**src/cau_pkg.sv**
```systemverilog
// Shared types, codes and saturation helpers for the complex arithmetic unit.
`default_nettype none
package cau_pkg;

    localparam int WIDTH     = 16;
    localparam int FRAC_BITS = 12;
    localparam int CMD_W     = 4;
    localparam int PROD_W    = 2 * WIDTH;
    localparam int MAG_W     = 2 * WIDTH;
    localparam int QB        = WIDTH + 1;
    localparam int DIV_LAT   = QB + 1;
    localparam int REM_W     = MAG_W + QB;
    localparam int RND_W     = MAG_W - FRAC_BITS + 1;

    localparam logic [CMD_W-1:0] CMD_ADD  = 4'd0;
    localparam logic [CMD_W-1:0] CMD_SUB  = 4'd1;
    localparam logic [CMD_W-1:0] CMD_MUL  = 4'd2;
    localparam logic [CMD_W-1:0] CMD_DIV  = 4'd3;
    localparam logic [CMD_W-1:0] CMD_NEG  = 4'd4;
    localparam logic [CMD_W-1:0] CMD_CONJ = 4'd5;
    localparam logic [CMD_W-1:0] CMD_EQ   = 4'd6;
    localparam logic [CMD_W-1:0] CMD_NE   = 4'd7;
    localparam logic [CMD_W-1:0] CMD_GT   = 4'd8;
    localparam logic [CMD_W-1:0] CMD_LT   = 4'd9;
    localparam logic [CMD_W-1:0] CMD_GE   = 4'd10;
    localparam logic [CMD_W-1:0] CMD_LE   = 4'd11;

    localparam int CLS_W = 3;
    localparam logic [CLS_W-1:0] CLS_NONE   = 3'd0;
    localparam logic [CLS_W-1:0] CLS_SIMPLE = 3'd1;
    localparam logic [CLS_W-1:0] CLS_MUL    = 3'd2;
    localparam logic [CLS_W-1:0] CLS_DIV    = 3'd3;
    localparam logic [CLS_W-1:0] CLS_CMP    = 3'd4;

    localparam logic [1:0] ST_OK   = 2'd0;
    localparam logic [1:0] ST_SAT  = 2'd1;
    localparam logic [1:0] ST_DIVZ = 2'd2;

    typedef struct packed {
        logic [CMD_W-1:0]        cmd;
        logic signed [WIDTH-1:0] a_re;
        logic signed [WIDTH-1:0] a_im;
        logic signed [WIDTH-1:0] b_re;
        logic signed [WIDTH-1:0] b_im;
    } in_word_t;

    typedef struct packed {
        logic signed [WIDTH-1:0] res_re;
        logic signed [WIDTH-1:0] res_im;
        logic                    cmp_true;
        logic [1:0]              status;
    } out_word_t;

    typedef struct packed {
        logic [CLS_W-1:0] cls;
        in_word_t         op;
    } item_t;

    typedef struct packed {
        logic signed [WIDTH-1:0] val;
        logic                    sat;
    } part_t;

    // clip a sign-magnitude value into the WIDTH-bit range
    function automatic part_t pack_sm(input logic neg, input logic [RND_W-1:0] m);
        part_t            p;
        logic [RND_W-1:0] lim;
        logic [RND_W-1:0] mm;
        lim = (RND_W'(1) << (WIDTH - 1)) - RND_W'(!neg);
        if (m > lim)
        begin
            mm    = lim;
            p.sat = 1'b1;
        end
        else
        begin
            mm    = m;
            p.sat = 1'b0;
        end
        p.val = neg ? WIDTH'(RND_W'(0) - mm) : WIDTH'(mm);
        return p;
    endfunction

    // clip a one-bit-wider signed value into WIDTH bits
    function automatic part_t sat_s(input logic signed [WIDTH:0] x);
        part_t p;
        if (x[WIDTH] != x[WIDTH-1])
        begin
            p.sat = 1'b1;
            p.val = x[WIDTH] ? {1'b1, {(WIDTH-1){1'b0}}} : {1'b0, {(WIDTH-1){1'b1}}};
        end
        else
        begin
            p.sat = 1'b0;
            p.val = x[WIDTH-1:0];
        end
        return p;
    endfunction

endpackage
`default_nettype wire

```
**src/cau_outq.sv**
```systemverilog
// Two-word result queue between the back end and the result port.
`default_nettype none
module cau_outq
    import cau_pkg::*;
(
    input  wire logic      clk,
    input  wire logic      rst_n,
    input  wire logic      push_in,
    input  wire out_word_t word_in,
    output logic           ready,
    output logic           empty,
    input  wire logic      pop,
    output out_word_t      head
);

    out_word_t  mem_reg [2];
    logic       wr_ptr_reg;
    logic       rd_ptr_reg;
    logic [1:0] cnt_reg;
    logic [1:0] cnt_next;
    logic       do_push;
    logic       do_pop;

    assign empty   = (cnt_reg == 2'd0);
    assign do_pop  = pop && !empty;
    assign ready   = (cnt_reg != 2'd2) || do_pop;
    assign do_push = push_in && ready;
    assign head    = mem_reg[rd_ptr_reg];

    always_comb
    begin
        cnt_next = cnt_reg;
        if (do_push && !do_pop)
            cnt_next = cnt_reg + 2'd1;
        else if (do_pop && !do_push)
            cnt_next = cnt_reg - 2'd1;
    end

    always_ff @(posedge clk or negedge rst_n)
    begin
        if (!rst_n)
        begin
            wr_ptr_reg <= 1'b0;
            rd_ptr_reg <= 1'b0;
            cnt_reg    <= 2'd0;
        end
        else
        begin
            cnt_reg <= cnt_next;
            if (do_push)
                wr_ptr_reg <= !wr_ptr_reg;
            if (do_pop)
                rd_ptr_reg <= !rd_ptr_reg;
        end
    end

    always_ff @(posedge clk)
    begin
        if (do_push)
            mem_reg[wr_ptr_reg] <= word_in;
    end

endmodule
`default_nettype wire

```
**config.mk**
```make
export PLATFORM = sky130hd
export DESIGN_NAME = cau_outq
export DESIGN_NICKNAME = d
export VERILOG_FILES = /design/src/cau_pkg.sv /design/src/cau_outq.sv
export SDC_FILE = /design/constraint.sdc
export NUM_CORES = 1
export LEC_CHECK = 0
export BUFFER_PORTS_ARGS = -buffer_cell sky130_fd_sc_hd__buf_2
export CORE_ASPECT_RATIO = 1.1
export CORE_MARGIN = 4
export CORE_UTILIZATION = 55
export DETAILED_ROUTE_END_ITERATION = 16
export HOLD_SLACK_MARGIN = 0.06
export PLACE_DENSITY_LB_ADDON = 0.12
export SYNTH_ARGS = -nofsm -noshare
export SYNTH_HDL_FRONTEND = slang
export SYNTH_SLANG_ARGS = --single-unit
```
**constraint.sdc**
```tcl
create_clock -name clk -period 7.7 [get_ports clk]
set_clock_uncertainty 0.15 [all_clocks]
set_input_delay 1.155 -clock clk [delete_from_list [all_inputs] [get_ports clk]]
set_output_delay 1.155 -clock clk [all_outputs]
set_load 0.1 [all_outputs]
```
* After elaboration in Yosys (flattened, before gate mapping)
Memory sizes are Yosys's and may differ from the RTL's.
Index checks and enable logic that the tools add are counted.
** Operators by class
- Add/sub/neg operators :: 2
- Equality and inequality tests :: 1
- Muxes and demuxes :: 4
- Reduce and logical (&&, ||, !) cells :: 12
** Operator list (count)
- 1-bit logical NOT :: 5
- 1-bit logical AND :: 4
- 2-bit two-way mux :: 2
- 2-bit by 1-bit adder with 2-bit output, second input constant :: 1
- 2-bit logical NOT :: 1
- 1-bit two-way mux :: 2
- 2-bit inequality test, second input constant :: 1
- 2-bit nonzero test :: 1
- 2-bit by 1-bit subtractor with 2-bit output, second input constant :: 1
- 1-bit logical OR :: 1
** Word-level totals
- Bits in registers :: 4
- Memory bits (writable) :: 70
- Input bits :: 39
- Output and inout bits :: 37
- Logic and storage cells :: 23
- Memories :: 1
** Memories
- mem_reg :: words 2, bits a word 35, rd ports 1, clocked after Yosys merged registers in 0, write ports 1, RTL line cau_outq.sv:16 : out_word_t mem_reg [2];

* Longest topological paths before layout
Gate-level depths: netlist of the first run.
- Depth after elaboration :: 9
- Gate-level depth with buffers :: 7
- Gate-level depth less buffers :: 7

* Least setup slack after synthesis of the first run
OpenSTA, ideal clock, no wires.
- Path kind :: input to register
- Start :: in pop
- End :: mem mem_reg[0][0] (netlist bit), enable pin
- Library setup time :: 427 ps
- Arrival :: 3077 ps
- Required time :: 7123 ps
- Path slack :: 4046 ps
- Stages on the path :: 3
- Buffers on the path :: 0
- Cells stage by stage :: or3b_4 nand2_4 nor2_1
** Between the ends
- Longest elaborated chain between the ends :: 5
** Ends and longest elaborated chain
- start, declared :: RTL line cau_outq.sv:12 : input wire logic pop,
- 1-bit logical AND :: RTL line cau_outq.sv:25 : assign do_pop = pop && !empty;
- 1-bit logical OR :: RTL line cau_outq.sv:26 : assign ready = (cnt_reg != 2'd2) || do_pop;
- 1-bit logical AND :: RTL line cau_outq.sv:27 : assign do_push = push_in && ready;
- 1-bit two-way mux :: RTL line cau_outq.sv:59 : if (do_push)
- 1-bit two-way mux (not written as such) :: RTL line cau_outq.sv:60 : mem_reg[wr_ptr_reg] <= word_in;
- end, declared :: RTL line cau_outq.sv:16
Every way passes these cells.

==> results.md, run 1 <==
Run status:
- The run finished with clean final reports.

Critical path:
- The length in cells of the worst reg-to-reg path is 3.
- The library cell contributing the largest single delay on the critical path is dfrtp_1.
- The terminus of the critical flop-to-flop path is mem_reg[0][34].
- For flop-to-flop paths, the worst setup slack is 5.67 ns.
- The worst endpoint data arrival time is 2.17 ns.
- The kind of cell with the highest combined delay on the critical path is flip-flops.
- The critical path goes through buf_4 > mux2_2 > buf_2.
- The endpoint class of the critical path is an output port.
- The worst setup path is of the flop to output port kind.
- STA puts the critical path data required time at 6.39 ns.
- The category of the worst setup path launch point is a flop.
- In this design, the stage delay of the slowest critical-path cell is 0.77 ns.
- The reg-to-reg critical path startpoint is cnt_reg[1].
- The buffering stage count on the worst path with inverters included is 2.
- Along the worst path, the maximum fanout reaches 21.

Global routing:
- The via count of the first global-routing pass is 1,525.
- For this run the aggregate overflow at the end of global routing stands at 0.
- Entering global routing, the biggest net connects 36 pins.
- The number of antenna violations at the first check in global routing is 0.
- The wire length of the first global-routing pass is 6.893 mm.
- For this run, the total global-route usage over all layers was measured as 15.72%.

Floorplan:
- The initialized floorplan defines 26 standard-cell rows.
- The region available for standard cell placement spans 4717 µm².
- The floorplan step defined a die boundary enclosing 6154 µm².
- From left edge to right edge, the die measures 75.16 µm.
- The initial cell density of the core is 57.85%.
- The count of boundary I/O pins is 76.
- The die is 81.88 µm tall.

STA:
- The number of pins exceeding their max-slew limit in the final report is 0.
- Setup repair after global routing left no endpoint under its margin.
- The final critical-path required period is 3.477 ns.
- For this run, the top clock speed supported by timing is 0.2876 GHz.
- For the pin with the worst max-slew slack, the measured transition is 0.9696 ns.
- The relative slew slack is 35.21%.
- The sum of negative setup slack is 0 ns.
- The worst path meets setup with 4.223 ns of slack.
- The final-report setup violation count is 0.
- The total count of hold-check failures in the final report is 0.
- The fraction of the cycle the final worst path needs is 45.15%.

Yosys:
- The share of the yosys chip area belonging to registers is 80.70%.
- After synthesis the netlist holds a flip-flop and latch count of 74.
- The number of different library cells in the post-synthesis netlist is 14.
- The synthesized cell area is 2729 µm².
- Counting every instance in the synthesized netlist gives 127.
- The mean area per synthesized cell is 21.49 µm².
- The synthesized net count is 167.
- The number of warnings reported in the yosys synthesis log is 0.

Place:
- OpenSTA, run right after detailed placement, puts the worst setup slack at 4.434 ns.
- The estimated wirelength of the detail-placed design is 3.002 mm.
- The placed cell area is 3163 µm².
- The count of input and output buffers is 75.
- At the end of routability-driven placement, the weighted congestion stood at 0.6952.

Route:
- Across all layers, the routed design uses 1,395 vias.
- The total wirelength of the detailed-routed design is 4.461 mm.
- For this block, the initial DRC count from the detailed router was 93.
- The pre-antenna-repair detailed-routing pass consisted of 4 iterations.
- Once detail routing completed, the nets flagged for antenna violations numbered 0.
- After detailed routing, the average wire length per cell comes to 16.46 µm.
- The remaining design rule violation count is 0.
- After detailed routing, the number of vias per cell comes to 5.148.

Clock network:
- In this run, CTS created clock tree buffers numbering 9.
- The H-tree was split into 3 levels.
- The cell chosen for the clock root is clkbuf_8.
- The clock sink total is 74.
- Buffers inserted to repair hold after CTS numbered 0.
- TritonCTS built the clock tree.
- Clock-pin slew was measured on the worst setup and hold paths at 0.06 ns.
- For the worst-skew pair, the clock arrives at the later sink with an insertion delay of 0.32 ns.
- The post-cts resize count is 0.
- The post-CTS setup-driven buffer insertion count is 0.
- The maximum buffer depth of the clock tree is 2.

Layout:
- The most frequent standard cell in the layout excluding fill and tap cells is buf_2.
- The layout has 313 filler cells.
- Leaving out fill and tap cells, the most frequent cells in the layout are buf_2 (75), edfxtp_1 (70), mux2_2 (35).
- The register with the most flip-flops in the layout has 70 of them.
- The repair_antennas step left the layout with diodes totalling 0.
- The share of final-layout standard cells stronger than drive strength 1 is 60.00%.
- The area added between synthesis and finish is 23.57%.
- For this run, the post-layout net count is 250.
- After routing the design area is 3372 µm².

Worst hold path:
- Counting instances, the worst hold path has a depth of 1.
- The startpoint identified for the worst hold timing path is cnt_reg[1].
- The endpoint of the worst hold-timing path is cnt_reg[1].
- The path class of the tightest hold or removal check is flop to flop.

Flow run:
- The reported max-cap violation count is 0.
cell type report:
cell class | count | area [µm²] | share of cell area [%]
Sequential cell | 74 | 2202 | 65.31
Tap cell | 56 | 70.07 | 2.078
Inverter | 1 | 3.754 | 0.1113
Multi-Input combinational cell | 48 | 504.2 | 14.95
Clock buffer | 10 | 127.6 | 3.785
Timing Repair Buffer | 76 | 382.9 | 11.35
Clock inverter | 6 | 81.33 | 2.412
layer usage:
layer | GRT usage [%] | vias to the layer above | wire [µm]
met5 | 0 | - | 0
met4 | 7.867 | 0 | 27
met3 | 5.263 | 2 | 360
met2 | 28.14 | 49 | 2448
met1 | 16.12 | 682 | 1626
li1 | - | 662 | -
per-stage QoR:
stage / std cells / utilization, % / hold WS, ns
floorplan: 127 / - / 0.3090
global placement: 255 / 67.06 / 0.3385
detailed placement: 255 / 67.06 / 0.3682
CTS: 271 / 71.49 / 0.3763
global route: 271 / 71.49 / 0.3925
finish: 271 / 71.49 / 0.3740
Yosys cell counts:
library cell,n,share of area (%)
inv_1,1,0.14
and3_1,1,0.23
buf_4,3,0.83
dfrtp_1,4,3.7
nor2_1,3,0.41
xnor2_1,3,0.96
xor2_1,2,0.64
ha_1,1,0.46
nand2_4,1,0.41
buf_2,1,0.18
o21ai_0,1,0.18
mux2_2,35,14
or3b_4,1,0.41
edfxtp_1,70,77
worst max-delay path by stage:
stage	end	slack (ns)	from	cells after the start
2_1_floorplan	mem_reg[0][0]	4.05	pop	3
3_3_place_gp	ready	4.45	pop	3
3_5_place_dp	ready	4.43	pop	3
4_1_cts	head[14]	4.18	rd_ptr_reg	3
5_1_grt	head[15]	4.10	rd_ptr_reg	3
6_report	head[14]	4.22	rd_ptr_reg	3
cell families (layout without fill, tap and decap cells):
group | after synthesis | count (layout) | synth area share [%]
fa+ha+maj | 1 | 1 | 0.4584
compound gates | 1 | 1 | 0.1832
flops | 74 | 74 | 80.70
buf+inv | 5 | 93 | 1.146
xor+xnor | 5 | 5 | 1.605
mux | 35 | 35 | 14.44
simple gates | 6 | 6 | 1.467
Power of run 1 is not shown: default switching activity piles up to over one toggle a cycle in this logic, so the estimate is an artifact.
==> inputs of run 2 (changes only) <==
--- a/config.mk
+++ b/config.mk
@@ -8,7 +8,7 @@
 export BUFFER_PORTS_ARGS = -buffer_cell sky130_fd_sc_hd__buf_2
 export CORE_ASPECT_RATIO = 1.1
 export CORE_MARGIN = 4
-export CORE_UTILIZATION = 55
+export CORE_UTILIZATION = 51
 export DETAILED_ROUTE_END_ITERATION = 16
 export HOLD_SLACK_MARGIN = 0.06
 export PLACE_DENSITY_LB_ADDON = 0.12
==> constraint.sdc (replaced) <==
create_clock -name clk -period 3.4 [get_ports clk]
set_clock_uncertainty 0.15 [all_clocks]
set_input_delay 0.51 -clock clk [delete_from_list [all_inputs] [get_ports clk]]
set_output_delay 0.51 -clock clk [all_outputs]
set_load 0.1 [all_outputs]
==> run 2 against run 1 <==
  * Wire length shrank 0.56%
  * Hold slack lost 0.15 ns
  * Cell count up 6.6%
  * Global-route usage fell by 1.6 points
  * Setup slack worse by 3.1 ns
  * Critical path depth unchanged
  * Final area rose by 0.19%
  * Critical endpoint is now head[3]
==> results.md, run 2 (synthesized netlist as in run 1, its figures left out) <==
Clock network:
- CTS saw 74 sinks.
- The tree is rooted in a clkbuf_8.
- For the worst-skew pair, the clock arrives at the later sink with an insertion delay of 0.32 ns.
- The CTS tree is done.
- The clock transition at the registers of the reported paths is 0.07 ns.
- The depth of the CTS H-tree is 3.
- The post-cts resize count is 0.
- The number of buffers created by CTS is 9.
- The maximum buffer depth of the clock tree is 2.
- After clock tree synthesis, the setup repair step added 0 buffers.

Floorplan:
- For this configuration, the core starts out at a cell density of 53.50%.
- The count of boundary I/O pins is 76.
- The floorplan step defined a die boundary enclosing 6587 µm².
- The x dimension of the die is 77.75 µm.
- In this run the vertical extent of the chip is 84.72 µm.
- The row count is 27.
- The core area is 5101 µm².

STA:
- Setup violations remaining at the end of the flow were counted as 0.
- Counting I/O delays and the setup requirement, the final critical path takes 2.304 ns.
- The number of pins exceeding their max-slew limit in the final report is 0.
- Headroom to the max-slew limit came out at 33.57%.
- The maximum clock frequency is 0.4340 GHz.
- Setup total negative slack on the finished layout was measured at 0 ns.
- The total count of hold-check failures in the final report is 0.
- Dividing the final minimum period by the clock period gives 67.77%.
- Setup repair after global routing left no endpoint under its margin.
- At the pin with the least slew margin, the transition time is 0.9940 ns.

Route:
- In the final routed layout, each cell accounts on average for 15.35 µm.
- The first TritonRoute pass finished after 3 iterations.
- The count of nets left with antenna violations once routing finished came out at 0.
- The remaining design rule violation count is 0.
- The via density per instance is 4.772.
- The final route contains 1,379 vias.
- The count of routing violations after the opening detailed-route iteration is 72.
- The total wirelength of the detailed-routed design is 4.436 mm.

Layout:
- The area growth from synthesis to layout is 23.80%.
- The post-route netlist has 58.53% of its cells at a drive strength greater than 1.
- In the layout the commonest cells are buf_2 (75), edfxtp_1 (70), mux2_2 (35).
- The antenna diode count is 0.
- The number of flip-flops in the largest register is 70.
- The most frequent standard cell in the layout excluding fill and tap cells is buf_2.
- The net count of the finished layout is 252.

Worst hold path:
- The startpoint identified for the worst hold timing path is word_in[26].
- Counting instances, the worst hold path has a depth of 1.
- The class of the worst hold path is primary input to flop.
- The endpoint of the worst hold-timing path is mem_reg[0][26].

Global routing:
- The wire length of the first global-routing pass is 6.948 mm.
- The via count of the first global-routing pass was 1,484.
- In the global route stage, overall resource usage came out at 14.08%.
- The total grt overflow is 0.
- The number of antenna violations at the first check in global routing is 0.
- The pin count of the biggest net entering global routing is 36.

Critical path:
- The critical path is of the flop to output port type.
- For flop-to-flop paths, the worst setup slack is 1.36 ns.
- STA classifies the critical path endpoint as an output port.
- The maximum fanout along the worst path is 22.
- The critical path goes through buf_4 > mux2_2 > buf_2.
- STA puts the critical path data arrival time at 1.64 ns.
- The buffering stage count on the worst path with inverters included is 2.
- For this run, the slowest stage of the critical path takes 0.39 ns.
- The worst setup path is launched from a flop.
- STA puts the critical path data required time at 2.74 ns.
- The worst register-to-register path has a depth of 3.
- The library cell contributing the largest single delay on the critical path is mux2_2.
- In this design, the largest share of critical-path delay is due to buffers and inverters.
- The worst register-to-register path begins at cnt_reg[1].
- The endpoint identified for the worst register-to-register timing path is mem_reg[0][28].

Flow run:
- Max-cap violations in this run came to 0.

Place:
- In this run the tool buffered the top-level ports with 75 buffer cells.
- Detailed placement ended at an HPWL of 2.968 mm.
- The routability-driven placement congestion ratio is 0.7154.

Run status:
- The flow ran to the end, and the final reports show no timing, DRC or antenna violations.
==> run 2: cell types whose count changed in the layout (fill, tap and decap cells not counted), sizes merged <==
| cell | previous run | this run |
|---|---|---|
| bufinv | 2 | 1 |
| dlygate4sd3 | 0 | 1 |
| clkinvlp | 1 | 0 |
| buf | 76 | 77 |
| clkbuf | 10 | 12 |
==> run 2: area by class of cell <==
class	instances	area (µm²)
timing repair buffer	78	400.4
fill	352	1723
multi-input combinational	48	504.2
clock inverter	4	42.54
inverter	1	3.754
clock buffer	12	135.1
tap	72	90.09
sequential	74	2202
==> run 2: per-stage QoR <==
step / hold WS [ns] / utilization (%) / instance area, µm² / worst slack, ns / instances
5_1_grt: 0.1954 / 66.23 / 3378 / 1.015 / 289
2_1_floorplan: 0.06441 / - / 2729 / 0.3851 / 127
6_report: 0.2229 / 66.23 / 3378 / 1.096 / 289
4_1_cts: 0.2052 / 66.23 / 3378 / 1.073 / 289
3_3_place_gp: 0.1656 / 62.55 / 3191 / 1.323 / 272
3_5_place_dp: 0.1721 / 62.55 / 3191 / 1.240 / 272
==> run 2: how the worst max path moves through the flow <==
stage | startpoint | end | slack [ns] | cells past startpoint
after floorplan | cnt_reg[1] | mem_reg[0][0] | 0.39 | 3
after global placement | pop | mem_reg[0][32] | 1.32 | 4
after detailed placement | pop | mem_reg[0][29] | 1.24 | 4
after CTS | rd_ptr_reg | head[15] | 1.07 | 3
after global routing | rd_ptr_reg | head[3] | 1.01 | 3
final | rd_ptr_reg | head[3] | 1.10 | 3
==> run 2: per-layer routing <==
metal / wire length, µm / track usage [%] / vias to the layer above
met3: 334 / 4.828 / 6
met5: 0 / 0 / -
met1: 1783 / 16.43 / 665
met4: 57 / 7.282 / 0
li1: - / - / 662
met2: 2261 / 22.98 / 46
==> run 2: what timing repair did <==
item,4_1_cts,5_1_grt
hold buffers,1,0
setup endpoints to repair,0,0
endpoints found under the hold margin,4,0
Power of run 2 is left out for the same reason.
