<file path="config.mk">
export PLATFORM = sky130hd
export DESIGN_NAME = cau_front
export DESIGN_NICKNAME = d
export VERILOG_FILES = /design/src/cau_pkg.sv /design/src/cau_front.sv
export SDC_FILE = /design/constraint.sdc
export NUM_CORES = 1
export LEC_CHECK = 0
export BUFFER_PORTS_ARGS = -buffer_cell sky130_fd_sc_hd__buf_2
export CORE_UTILIZATION = 48
export DETAILED_ROUTE_END_ITERATION = 6
export PLACE_DENSITY = 0.79
export SLEW_MARGIN = 40
export SYNTH_ARGS = -nofsm -noshare
export SYNTH_HDL_FRONTEND = slang
export SYNTH_SLANG_ARGS = --single-unit
</file>
<file path="constraint.sdc">
create_clock -name clk -period 4.1 [get_ports clk]
set_input_delay 1.23 -clock clk [delete_from_list [all_inputs] [get_ports clk]]
set_output_delay 1.23 -clock clk [all_outputs]
set_load 0.005 [all_outputs]
</file>
<file path="src/cau_pkg.sv">
// Shared types, codes and saturation helpers for the complex arithmetic unit.
`default_nettype none
package cau_pkg;

    localparam int WIDTH     = 16;
    localparam int FRAC_BITS = 12;
    localparam int CMD_W     = 4;
    localparam int PROD_W    = 2 * WIDTH;
    localparam int MAG_W     = 2 * WIDTH;
    localparam int QB        = WIDTH + 1;
    localparam int DIV_LAT   = QB + 1;
    localparam int REM_W     = MAG_W + QB;
    localparam int RND_W     = MAG_W - FRAC_BITS + 1;

    localparam logic [CMD_W-1:0] CMD_ADD  = 4'd0;
    localparam logic [CMD_W-1:0] CMD_SUB  = 4'd1;
    localparam logic [CMD_W-1:0] CMD_MUL  = 4'd2;
    localparam logic [CMD_W-1:0] CMD_DIV  = 4'd3;
    localparam logic [CMD_W-1:0] CMD_NEG  = 4'd4;
    localparam logic [CMD_W-1:0] CMD_CONJ = 4'd5;
    localparam logic [CMD_W-1:0] CMD_EQ   = 4'd6;
    localparam logic [CMD_W-1:0] CMD_NE   = 4'd7;
    localparam logic [CMD_W-1:0] CMD_GT   = 4'd8;
    localparam logic [CMD_W-1:0] CMD_LT   = 4'd9;
    localparam logic [CMD_W-1:0] CMD_GE   = 4'd10;
    localparam logic [CMD_W-1:0] CMD_LE   = 4'd11;

    localparam int CLS_W = 3;
    localparam logic [CLS_W-1:0] CLS_NONE   = 3'd0;
    localparam logic [CLS_W-1:0] CLS_SIMPLE = 3'd1;
    localparam logic [CLS_W-1:0] CLS_MUL    = 3'd2;
    localparam logic [CLS_W-1:0] CLS_DIV    = 3'd3;
    localparam logic [CLS_W-1:0] CLS_CMP    = 3'd4;

    localparam logic [1:0] ST_OK   = 2'd0;
    localparam logic [1:0] ST_SAT  = 2'd1;
    localparam logic [1:0] ST_DIVZ = 2'd2;

    typedef struct packed {
        logic [CMD_W-1:0]        cmd;
        logic signed [WIDTH-1:0] a_re;
        logic signed [WIDTH-1:0] a_im;
        logic signed [WIDTH-1:0] b_re;
        logic signed [WIDTH-1:0] b_im;
    } in_word_t;

    typedef struct packed {
        logic signed [WIDTH-1:0] res_re;
        logic signed [WIDTH-1:0] res_im;
        logic                    cmp_true;
        logic [1:0]              status;
    } out_word_t;

    typedef struct packed {
        logic [CLS_W-1:0] cls;
        in_word_t         op;
    } item_t;

    typedef struct packed {
        logic signed [WIDTH-1:0] val;
        logic                    sat;
    } part_t;

    // clip a sign-magnitude value into the WIDTH-bit range
    function automatic part_t pack_sm(input logic neg, input logic [RND_W-1:0] m);
        part_t            p;
        logic [RND_W-1:0] lim;
        logic [RND_W-1:0] mm;
        lim = (RND_W'(1) << (WIDTH - 1)) - RND_W'(!neg);
        if (m > lim)
        begin
            mm    = lim;
            p.sat = 1'b1;
        end
        else
        begin
            mm    = m;
            p.sat = 1'b0;
        end
        p.val = neg ? WIDTH'(RND_W'(0) - mm) : WIDTH'(mm);
        return p;
    endfunction

    // clip a one-bit-wider signed value into WIDTH bits
    function automatic part_t sat_s(input logic signed [WIDTH:0] x);
        part_t p;
        if (x[WIDTH] != x[WIDTH-1])
        begin
            p.sat = 1'b1;
            p.val = x[WIDTH] ? {1'b1, {(WIDTH-1){1'b0}}} : {1'b0, {(WIDTH-1){1'b1}}};
        end
        else
        begin
            p.sat = 1'b0;
            p.val = x[WIDTH-1:0];
        end
        return p;
    endfunction

endpackage
`default_nettype wire

</file>
<file path="src/cau_front.sv">
// Front end: accepts input words, classifies the command, queues them for the back end.
`default_nettype none
module cau_front
    import cau_pkg::*;
(
    input  wire logic     clk,
    input  wire logic     rst_n,
    input  wire logic     push,
    output logic          full,
    input  wire in_word_t in_word,
    input  wire logic     q_pop,
    output logic          q_empty,
    output item_t         q_head
);

    item_t       mem_reg [2];
    logic        wr_ptr_reg;
    logic        rd_ptr_reg;
    logic [1:0]  cnt_reg;
    logic [1:0]  cnt_next;
    logic        do_push;
    logic        do_pop;
    item_t       dec;

    always_comb
    begin
        dec.op = in_word;
        if (in_word.cmd inside {CMD_ADD, CMD_SUB, CMD_NEG, CMD_CONJ})
            dec.cls = CLS_SIMPLE;
        else if (in_word.cmd == CMD_MUL)
            dec.cls = CLS_MUL;
        else if (in_word.cmd == CMD_DIV)
            dec.cls = CLS_DIV;
        else if (in_word.cmd inside {[CMD_EQ:CMD_LE]})
            dec.cls = CLS_CMP;
        else
            dec.cls = CLS_NONE;
    end

    assign full    = (cnt_reg == 2'd2);
    assign q_empty = (cnt_reg == 2'd0);
    assign q_head  = mem_reg[rd_ptr_reg];
    assign do_push = push && !full;
    assign do_pop  = q_pop && !q_empty;

    always_comb
    begin
        cnt_next = cnt_reg;
        if (do_push && !do_pop)
            cnt_next = cnt_reg + 2'd1;
        else if (do_pop && !do_push)
            cnt_next = cnt_reg - 2'd1;
    end

    always_ff @(posedge clk or negedge rst_n)
    begin
        if (!rst_n)
        begin
            wr_ptr_reg <= 1'b0;
            rd_ptr_reg <= 1'b0;
            cnt_reg    <= 2'd0;
        end
        else
        begin
            cnt_reg <= cnt_next;
            if (do_push)
                wr_ptr_reg <= !wr_ptr_reg;
            if (do_pop)
                rd_ptr_reg <= !rd_ptr_reg;
        end
    end

    always_ff @(posedge clk)
    begin
        if (do_push)
            mem_reg[wr_ptr_reg] <= dec;
    end

endmodule
`default_nettype wire

</file>
# Word-level counts from Yosys, hierarchy flattened
# Memory sizes are Yosys's and may differ from the RTL's.
# Cells that the tools add are included.
# word_totals
memories	1
out_inout_bits	73
inputBits	72
ff_bits	4
mem_bits_rw	142
# memory_table
memory	depth	width	rd	rd_ports_with_merged_regs	wr	line	source
mem_reg	2	71	1	0	1	cau_front.sv:16	item_t mem_reg [2];
# classes
n_lt_le_gt_ge	2
muxes	8
eq_ne	6
addsub	2
n_reduce_logical	15
# op_table
op	n
two-way mux 3 bit	4
== test 4 x 2 -> 1 bit (second input constant)	2
== test 4 x 3 -> 1 bit (second input constant)	2
logical NOT 1 bit	6
logical AND 1 bit	5
== test 4 x 1 -> 1 bit (second input constant)	1
greater-or-equal comparator 4 x 3 -> 1 bit (second input constant)	1
less-or-equal comparator 4 bit (second input constant)	1
logical NOT 4 bit	1
two-way mux 2 bit	2
nonzero test 4 bit	1
adder 2 x 1 -> 2 bit (second input constant)	1
== test 2 bit (second input constant)	1
logical NOT 2 bit	1
two-way mux 1 bit	2
nonzero test 2 bit	1
subtractor 2 x 1 -> 2 bit (second input constant)	1

# Depth between registers and ports, before layout
# Gate-level depths: netlist (run 1).
# logic_depth
word_depth	7
ltp_mapped	7
mapped_depth_nobuf	7

# Worst setup path before layout (run 1)
# OpenSTA, ideal clock, no wires.
# synth_path
path_type	input-to-reg
start	input port push
end	memory mem_reg[0][0] (netlist name) (enable)
cell_stages	2
t_arrival_ps	4284
path_buffers	0
path_slack_ps	-684
setup_ps	500
path_cell_list	nand2_1 nor2_1
# synth_between
elab_chain_len	3
# synth_rtl
item	line	source
start, declared	cau_front.sv:8	input wire logic push,
logical AND 1 bit	cau_front.sv:43	assign do_push = push && !full;
two-way mux 1 bit	cau_front.sv:75	if (do_push)
two-way mux 1 bit (implied by the code)	cau_front.sv:76	mem_reg[wr_ptr_reg] <= dec;
end, declared	cau_front.sv:16	
# No other way between the ends.

==> impl_metrics.csv, run 1 <==
group,metric,value,unit
yosys,synth_top_family_by_area,"multiplexers",
flow_run,max_cap_violations,0,
die,core-area,0.0115,mm²
worst_setup_path,start_kind,"register",
pwr,leakage,2.87,nW
layout,final_cells,559,
clocking,post_cts.resized_instances,0,
pwr,power_per_cell_area,714,mW/mm²
routing,firstDrtPassIters,6,
clocking,tritoncts.num_buffers,17,
worst_setup_path,crit_fanout,50,
die,initial_core_util,0.495,
sta,timing.final.hold_violations,0,
clocking,htree_num_levels,4,
status,failed_checks,"DRC",
yosys,netlist_instances,245,
routing,detail_route.vias_per_cell,4.82,
yosys,synth_mux_area_frac,0.187,
worst_setup_path,cpPeakStageDelay,0.71,ns
placed_design,total_instance_count_after_detailed_placement,528,
routing,dr.first_iter.drc_count,152,
sta,finalSetupViolCount,0,
clocking,cts_max_path_buffers,2,
yosys,synth_xor_xnor_area_share,0.00768,
global_routing,grt_pass1_vias,2818,
status,result_of_the_run,"complete, but fails checks",
placed_design,placement.setup.worst_slack,1.23,ns
yosys,register_bit_total_from_synthesis,146,
worst_setup_path,wp_data_arrival,2.03,ns
sta,fmax,0.306,GHz
placed_design,port-buffer-count,144,
global_routing,grt_start_max_net_pins,51,
die,dieHeight,111,µm
pwr,worst_ir_drop_vdd,0.477,mV
min_path,timing.hold.worst.class,"reg2reg",
worst_setup_path,end_kind,"output pin",
clocking,post_cts.repair.setup_buffers,0,
yosys,synth_compound_area_frac,0.00176,
die,placementRows,39,
clocking,cts.hold.buffers_added,0,
layout,fin_nets,477,
yosys,synthSimpleGateAreaFrac,0.00790,
yosys,yosysWarningCount,0,
placed_design,gpl.final_weighted_congestion,0.704,
sta,grt_setup_unrepaired,"no",
clocking,tritoncts,"built",
clocking,numClockSinks,146,
global_routing,number_of_antenna_violations_at_the_first_check_in_global_routing,0,
yosys,synth.avg_cell_area,23.3,µm²
layout,total_of_fill_cells_in_the_finished_design,839,
worst_setup_path,timing.critical_path.slowest_stage_cell,"sky130_fd_sc_hd__dfrtp_4",
yosys,synth_cell_type_count,18,
sta,fin_skew,0.00417,ns
worst_setup_path,crit_chain,"buf_12, mux2_4, buf_2",
clocking,cts.root.buffer_cell,"sky130_fd_sc_hd__clkbuf_16",
worst_setup_path,regToRegSetupSlack,2.30,ns
yosys,yosysSeqAreaShare,0.765,
sta,period_utilization_post_route,0.796,
sta,timing.setup.tns,0,ns
global_routing,grt_usage,0.155,
routing,routed-via-count,2692,
clocking,insertion_delay_to_the_later_sink_of_the_worst_skew_pair,0.40,ns
global_routing,grt_overflow,0,
die,boundaryPins,145,
die,die_area,0.0123,mm²
layout,post_layout_util,0.614,
sta,minimum_clock_period_after_layout,3.26,ns
clocking,cts.clk_slew.worst_paths,0.05,ns
yosys,mappedNetlistArea,0.00570,mm²
yosys,post_synth_fa_ha_maj_area_fraction,0.00219,
layout,area.growth.synth_to_final,24.0,%
sta,finalMaxSlewViolations,0,
sta,post-route-worst-setup-slack,0.837,ns
worst_setup_path,criticalPathCategory,"reg2out",
layout,final_antenna_diode_count,0,
routing,wire_per_inst,16.1,µm
routing,route.final.wire_length,8.98,mm
routing,drc_errors,22,
yosys,mappedNetlistNets,318,
routing,antenna_violating_nets_post_route,0,
sta,max-slew-margin-rel,0.680,
layout,largest_register_ff_count,142,
sta,tightestPinTransition,0.480,ns
layout,final_layout_size_suffix_gt1_frac,0.587,
worst_setup_path,worst_ep_required_time,2.87,ns
die,die_width,111,µm
placed_design,post-dp-hpwl,6.05,mm
global_routing,grt_first_pass_wirelength,13.9,mm
[Yosys cell counts]
master	count	area share
sky130_fd_sc_hd__a21oi_1	1	0.00088
sky130_fd_sc_hd__and3_1	1	0.0011
sky130_fd_sc_hd__buf_12	7	0.025
sky130_fd_sc_hd__buf_6	1	0.0020
sky130_fd_sc_hd__dfrtp_1	4	0.018
sky130_fd_sc_hd__edfxtp_1	142	0.75
sky130_fd_sc_hd__ha_1	1	0.0022
sky130_fd_sc_hd__inv_1	2	0.0013
sky130_fd_sc_hd__mux2_2	2	0.0039
sky130_fd_sc_hd__mux2_4	69	0.18
sky130_fd_sc_hd__mux2i_1	1	0.0018
sky130_fd_sc_hd__nand2_1	2	0.0013
sky130_fd_sc_hd__nand2b_1	2	0.0022
sky130_fd_sc_hd__nor2_1	3	0.0020
sky130_fd_sc_hd__nor3b_1	1	0.0013
sky130_fd_sc_hd__o21ai_1	1	0.00088
sky130_fd_sc_hd__xnor2_1	3	0.0046
sky130_fd_sc_hd__xor2_1	2	0.0031
[through the flow]
stage | instance area (µm²) | hold slack [ns] | power (mW)
finish | 7070 | 0.525 | 5.05
global route | 7070 | 0.533 | 5.28
CTS | 7070 | 0.525 | 5.12
detailed placement | 6540 | 0.510 | 3.72
global placement | 6520 | 0.513 | 3.66
floorplan | 5710 | 0.479 | 3.30
[report_power, final]
part / total, mW / switching (mW) / leakage (nW) / internal, mW
combinational: 1.45 / 0.618 / 1.24 / 0.834
clock: 1.40 / 0.519 / 0.262 / 0.879
sequential: 2.20 / 0.154 / 1.37 / 2.05
total: 5.05 / 1.29 / 2.87 / 3.76
[cell type report]
class / instances / area (µm²) / area share
tap: 143 / 179 / 0.0253
inverter: 2 / 7.51 / 0.00106
clock inverter: 9 / 90.1 / 0.0127
sequential: 146 / 4370 / 0.618
timing repair buffer: 148 / 788 / 0.112
multi-input combinational: 89 / 1190 / 0.169
clock buffer: 22 / 444 / 0.0628
[worst paths after layout]
path | from | end | cells after the start
max in group asynchronous | rst_n | rd_ptr_reg | 1
max reg2reg | cnt_reg[0] | mem_reg[0][37] | 4
min in group asynchronous | rst_n | wr_ptr_reg | 1
max | rd_ptr_reg | q_head[50] | 3
min reg2reg | cnt_reg[1] | cnt_reg[1] | 1
min | cnt_reg[1] | cnt_reg[1] | 1
[critical path: cells and delay by family, from the launching register on]
kind     cells  cell delay, ns
flops        1            0.71
mux          1            0.34
buf+inv      2            0.50
[layer usage]
metal	up-vias	share of wire	GRT usage
met2	97	0.52	0.264
met4	0	0.018	0.0849
li1	1281	-	-
met5	-	0	0
met1	1300	0.40	0.171
met3	14	0.065	0.0525
[cells in the final DEF (no fill, tap or decap), types with 2 or more instances in the layout]
cell type                   instances
sky130_fd_sc_hd__clkinv_1           4
sky130_fd_sc_hd__nand2b_1           2
sky130_fd_sc_hd__edfxtp_1         142
sky130_fd_sc_hd__inv_1              2
sky130_fd_sc_hd__mux2_4            69
sky130_fd_sc_hd__clkinv_2           3
sky130_fd_sc_hd__nand2_1            2
sky130_fd_sc_hd__mux2_2             2
sky130_fd_sc_hd__buf_12             3
sky130_fd_sc_hd__xor2_1             2
sky130_fd_sc_hd__nor2_1             2
sky130_fd_sc_hd__buf_2            144
sky130_fd_sc_hd__bufinv_16          2
sky130_fd_sc_hd__clkbuf_1           5
sky130_fd_sc_hd__xnor2_1            3
sky130_fd_sc_hd__dfrtp_1            3
sky130_fd_sc_hd__clkbuf_16         17
[cells by family after synthesis]
kind of cell	Yosys count
buffers and inverters	10
AND/OR/NAND/NOR	9
AO/OA/AOI/OAI	2
adder cells (fa/ha/maj)	1
multiplexers	72
flip-flops	146
XOR/XNOR	5
(Power assumes the default switching activity.)
==> inputs of run 2 (changes only) <==
CORE_UTILIZATION = 53   (was 48)
PLACE_DENSITY = 0.83   (was 0.79)
clock period = 3.11 ns   (was 4.1 ns; I/O delays follow)
==> run 2 against run 1 <==
  * The flow now finishes without violations
  * Final cell count shrank 0.72%
  * Non-clock buffer count grew 2
  * Global-route usage grew 2.0 points
  * Clock power grew 44%
  * Clock-buffer cell count shrank 4
  * Total power grew 36%
  * Via count grew 3.4%
  * Utilization grew 7.4 points
  * First-iteration DRC count shrank 8.6%
  * Register-to-register slack lost 0.85 ns
  * Sequential share of layout area shrank 0.60 points
  * Critical path type unchanged
  * Highest routed layer is now met5
==> impl_metrics.csv, run 2 (synthesized netlist as in run 1, its figures left out) <==
group,metric,value,unit
routing,antenna_violating_nets_post_route,0,
routing,wire_per_inst,17.0,µm
placed_design,port-buffer-count,144,
sta,timing.final.hold_violations,0,
routing,routed-via-count,2783,
layout,area.growth.synth_to_final,25.2,%
sta,period_utilization_post_route,0.934,
die,die_width,106,µm
clocking,cts.clk_slew.worst_paths,0.06,ns
worst_setup_path,end_kind,"output pin",
sta,hold_ws,0.231,ns
die,die_area,0.0112,mm²
die,core-area,0.0104,mm²
sta,max-slew-margin-rel,0.665,
layout,layout_common_cells,"sky130_fd_sc_hd__buf_2, sky130_fd_sc_hd__edfxtp_1, sky130_fd_sc_hd__mux2_4, sky130_fd_sc_hd__clkbuf_16",
layout,largest_register_ff_count,142,
worst_setup_path,worst_ep_required_time,2.18,ns
clocking,tritoncts.num_buffers,17,
pwr,power.switching_fraction,0.265,
flow_run,max_cap_violations,0,
clocking,cts_max_path_buffers,2,
clocking,htree_num_levels,4,
sta,tightestPinTransition,0.503,ns
sta,finalSetupViolCount,0,
die,boundaryPins,145,
sta,grt_setup_unrepaired,"no",
worst_setup_path,criticalPathCategory,"reg2out",
global_routing,grt_first_pass_wirelength,14.2,mm
sta,finalMaxSlewViolations,0,
routing,drc_errors,0,
worst_setup_path,start_kind,"register",
die,dieHeight,106,µm
global_routing,grt_start_max_net_pins,38,
clocking,cts.hold.buffers_added,0,
die,initial_core_util,0.550,
sta,timing.setup.tns,0,ns
pwr,power.sequential.fraction,0.422,
layout,final_antenna_diode_count,0,
pwr,clock_power_share,0.294,
pwr,p_switching,1.82,mW
min_path,timing.hold.worst.class,"in2async",
clocking,cts.root.buffer_cell,"sky130_fd_sc_hd__clkbuf_8",
worst_setup_path,wp_data_arrival,1.97,ns
layout,final_layout_size_suffix_gt1_frac,0.606,
status,result_of_the_run,"complete, no violations",
pwr,comb_power_share,0.284,
pwr,power_per_cell_area,962,mW/mm²
routing,dr.first_iter.drc_count,139,
clocking,insertion_delay_to_the_later_sink_of_the_worst_skew_pair,0.50,ns
global_routing,grt_overflow,0,
worst_setup_path,crit_fanout,25,
global_routing,number_of_antenna_violations_at_the_first_check_in_global_routing,1,
clocking,post_cts.repair.setup_buffers,0,
routing,route.final.wire_length,9.44,mm
clocking,tritoncts,"built",
placed_design,post-dp-hpwl,6.26,mm
die,placementRows,37,
pwr,internal_portion_of_total_power,5.05,mW
placed_design,gpl.final_weighted_congestion,0.690,
clocking,post_cts.resized_instances,0,
sta,minimum_clock_period_after_layout,2.91,ns
pwr,leakage,2.90,nW
global_routing,grt_usage,0.175,
routing,firstDrtPassIters,4,
pwr,worst_ir_drop_vdd,0.587,mV
sta,fin_skew,0.00896,ns
routing,detail_route.vias_per_cell,5.01,
global_routing,grt_pass1_vias,2887,
sta,fmax,0.344,GHz
clocking,numClockSinks,146,
layout,layout_commonest_cell,"sky130_fd_sc_hd__buf_2",
layout,fin_nets,479,
-- run 2: stage by stage --
stage                     cell area [µm²]  cells  total power [mW]  setup slack (ns)  utilization
after floorplan                      5710    245              4.35            0.0379            -
after global placement               6540    523              4.87             0.720        0.631
after detailed placement             6540    523              4.93             0.699        0.631
after CTS                            7140    555              6.95             0.162        0.688
after global routing                 7140    555              7.16             0.120        0.688
final                                7140    555              6.87             0.205        0.688
-- run 2: power groups by stage --
stage | Sequential (mW) | Combinational (mW) | Clock [mW]
after detailed placement | 2.95 | 1.98 | 0
after CTS | 2.91 | 1.99 | 2.05
after global placement | 2.91 | 1.96 | 0
after floorplan | 2.84 | 1.51 | 0
after global routing | 2.94 | 2.09 | 2.13
final | 2.90 | 1.95 | 2.02
-- run 2: path summary, 6_finish.rpt --
path,startpoint,to,slack (ns),cells after the start
worst max-delay path,rd_ptr_reg,q_head[28],0.20,3
worst min-delay path,rst_n,wr_ptr_reg,0.23,1
worst max register to register,cnt_reg[0],mem_reg[0][58],1.45,4
worst min register to register,cnt_reg[1],cnt_reg[1],0.52,1
max in group asynchronous,rst_n,rd_ptr_reg,2.74,1
min in group clk,cnt_reg[1],cnt_reg[1],0.52,1
-- run 2: per-layer routing --
metal  track usage  share of wire
met2         0.296           0.53
met4        0.0734          0.015
met3        0.0594          0.060
met1         0.203           0.40
met5             0         0.0018
-- run 2: worst max-delay path, stage by stage, from the launching register on --
cell,delay [ns]
sky130_fd_sc_hd__dfrtp_4,0.69
sky130_fd_sc_hd__buf_12,0.27
sky130_fd_sc_hd__mux2_2,0.37
sky130_fd_sc_hd__buf_2,0.13
-- run 2: area by class of cell --
cell class	count	area [µm²]
Sequential cell	146	4370
Fill cell	697	3230
Multi-Input combinational cell	89	1190
Timing Repair Buffer	150	803
Clock buffer	18	418
Clock inverter	14	179
Tap cell	136	170
Inverter	2	7.51
==> inputs of run 3 (changes only) <==
PLACE_DENSITY = default   (was 0.83)
PLACE_DENSITY_LB_ADDON = 0.2   (was default)
==> run 3 against run 2 <==
  * First-iteration DRC count shrank 39%
  * Critical path type unchanged
  * Largest cell class unchanged
  * Clock-buffer cell count grew 1
  * Routed wire length shrank 8.4%
  * Final area grew 0.33%
  * Largest power group unchanged
==> impl_metrics.csv, run 3 (synthesized netlist as in run 1, its figures left out) <==
group,metric,value,unit
sta,fmax,0.338,GHz
worst_setup_path,regToRegSetupSlack,1.40,ns
pwr,power.switching_fraction,0.255,
layout,final_antenna_diode_count,0,
routing,firstDrtPassIters,4,
global_routing,grt_start_max_net_pins,41,
placed_design,post-dp-hpwl,5.67,mm
clocking,cts.root.buffer_cell,"sky130_fd_sc_hd__clkbuf_8",
layout,layout_common_cells,"sky130_fd_sc_hd__buf_2, sky130_fd_sc_hd__edfxtp_1, sky130_fd_sc_hd__mux2_4, sky130_fd_sc_hd__clkbuf_16, sky130_fd_sc_hd__buf_4",
global_routing,grt_usage,0.161,
die,core-area,0.0104,mm²
routing,wire_per_inst,15.5,µm
sta,timing.setup.tns,0,ns
layout,multiInputGateArea,0.00119,mm²
die,die_area,0.0112,mm²
sta,tightestPinTransition,0.533,ns
layout,largest_register_ff_count,142,
worst_setup_path,crit-reg2reg-capture,"mem_reg[1][38]",
worst_setup_path,start_kind,"register",
placed_design,gpl.final_weighted_congestion,0.656,
pwr,clock_power_share,0.295,
clocking,cts_max_path_buffers,2,
routing,detail_route.vias_per_cell,4.83,
clocking,htree_num_levels,4,
status,result_of_the_run,"complete, no violations",
global_routing,grt_first_pass_wirelength,13.0,mm
sta,minimum_clock_period_after_layout,2.96,ns
clocking,insertion_delay_to_the_later_sink_of_the_worst_skew_pair,0.51,ns
routing,dr.first_iter.drc_count,85,
pwr,internal_portion_of_total_power,5.13,mW
worst_setup_path,wp_data_arrival,2.03,ns
worst_setup_path,worst_flop_to_flop_path_startpoint,"cnt_reg[0]",
flow_run,max_cap_violations,0,
layout,fin_nets,481,
layout,final_layout_size_suffix_gt1_frac,0.606,
sta,finalMaxSlewViolations,0,
sta,grt_setup_unrepaired,"no",
clocking,cts.hold.buffers_added,0,
layout,sequential_cell_area,0.00437,mm²
clocking,post_cts.repair.setup_buffers,0,
min_path,timing.hold.worst.class,"in2async",
routing,antenna_violating_nets_post_route,0,
clocking,cts.clk_slew.worst_paths,0.06,ns
global_routing,grt_pass1_vias,2672,
clocking,post_cts.resized_instances,0,
die,placementRows,37,
die,initial_core_util,0.550,
pwr,worst_ir_drop_vdd,0.463,mV
sta,finalSetupViolCount,0,
sta,period_utilization_post_route,0.951,
pwr,post-layout-total-power,6.88,mW
die,dieHeight,106,µm
global_routing,grt_overflow,0,
worst_setup_path,critPathTopFamily,"flip-flops",
clocking,tritoncts,"built",
routing,drc_errors,0,
clocking,tritoncts.num_buffers,17,
worst_setup_path,cpPeakStageDelay,0.76,ns
layout,area.growth.synth_to_final,25.6,%
die,boundaryPins,145,
sta,fin_skew,0.00550,ns
pwr,power.sequential.fraction,0.423,
pwr,p_switching,1.75,mW
placed_design,port-buffer-count,144,
worst_setup_path,worst-path-buf-inv,2,
routing,routed-via-count,2691,
worst_setup_path,end_kind,"output pin",
worst_setup_path,crit_fanout,27,
sta,timing.final.hold_violations,0,
layout,total_of_fill_cells_in_the_finished_design,728,
die,die_width,106,µm
worst_setup_path,timing.critical_path.slowest_stage_cell,"sky130_fd_sc_hd__dfrtp_4",
sta,max-slew-margin-rel,0.645,
global_routing,number_of_antenna_violations_at_the_first_check_in_global_routing,0,
worst_setup_path,criticalPathCategory,"reg2out",
worst_setup_path,timing.reg2reg.worst_path_depth,3,
pwr,power_per_cell_area,961,mW/mm²
clocking,numClockSinks,146,
layout,layout_commonest_cell,"sky130_fd_sc_hd__buf_2",
pwr,comb_power_share,0.281,
routing,route.final.wire_length,8.65,mm
pwr,leakage,2.92,nW
worst_setup_path,worst_ep_required_time,2.18,ns
worst_setup_path,crit_chain,"buf_4, mux2_4, buf_2",
-- run 3: cell types whose count changed in the layout (fill, tap and decap cells not counted) --
| cell | change |
|---|---|
| sky130_fd_sc_hd__clkinv_4 | -1 |
| sky130_fd_sc_hd__inv_6 | -3 |
| sky130_fd_sc_hd__buf_4 | +2 |
| sky130_fd_sc_hd__clkinv_2 | +2 |
| sky130_fd_sc_hd__bufinv_16 | +1 |
| sky130_fd_sc_hd__clkbuf_1 | +1 |
-- run 3: layout make-up --
cell class | count | share of cell area
clock buffer | 19 | 0.0589
multi-input combinational | 89 | 0.166
inverter | 2 | 0.00105
tap | 136 | 0.0238
sequential | 146 | 0.610
timing repair buffer | 152 | 0.114
clock inverter | 13 | 0.0257
-- run 3: worst max path at each step --
stage | startpoint | endpoint | slack (ns) | cells after the start
3_5_place_dp | rd_ptr_reg | q_head[15] | 0.65 | 3
5_1_grt | rd_ptr_reg | q_head[54] | 0.05 | 3
6_report | rd_ptr_reg | q_head[15] | 0.15 | 3
2_1_floorplan | push | mem_reg[1][0] | 0.04 | 1
4_1_cts | rd_ptr_reg | q_head[15] | 0.1 | 3
3_3_place_gp | rd_ptr_reg | q_head[14] | 0.66 | 3
-- run 3: metal layers --
layer  up-vias  track usage  share of wire
li1       1294            -              -
met1      1280        0.199           0.42
met2       105        0.254           0.49
met3        12       0.0526          0.070
met4         0       0.0833          0.017
met5         -            0              0
-- run 3: power by group through the flow --
stage | combinational, mW | sequential (mW) | clock, mW
finish | 1.93 | 2.91 | 2.03
global route | 2.09 | 2.96 | 2.14
CTS | 1.97 | 2.92 | 2.07
detailed placement | 1.97 | 2.96 | 0
global placement | 1.95 | 2.93 | 0
floorplan | 1.51 | 2.84 | 0
-- run 3: through the flow --
step	hold WS [ns]	util	worst slack (ns)	instances	instance area (µm²)
global placement	0.515	0.632	0.662	525	6560
global route	0.207	0.691	0.0530	557	7160
CTS	0.202	0.691	0.0975	557	7160
detailed placement	0.516	0.632	0.652	525	6560
finish	0.224	0.691	0.152	557	7160
floorplan	0.486	-	0.0379	245	5710
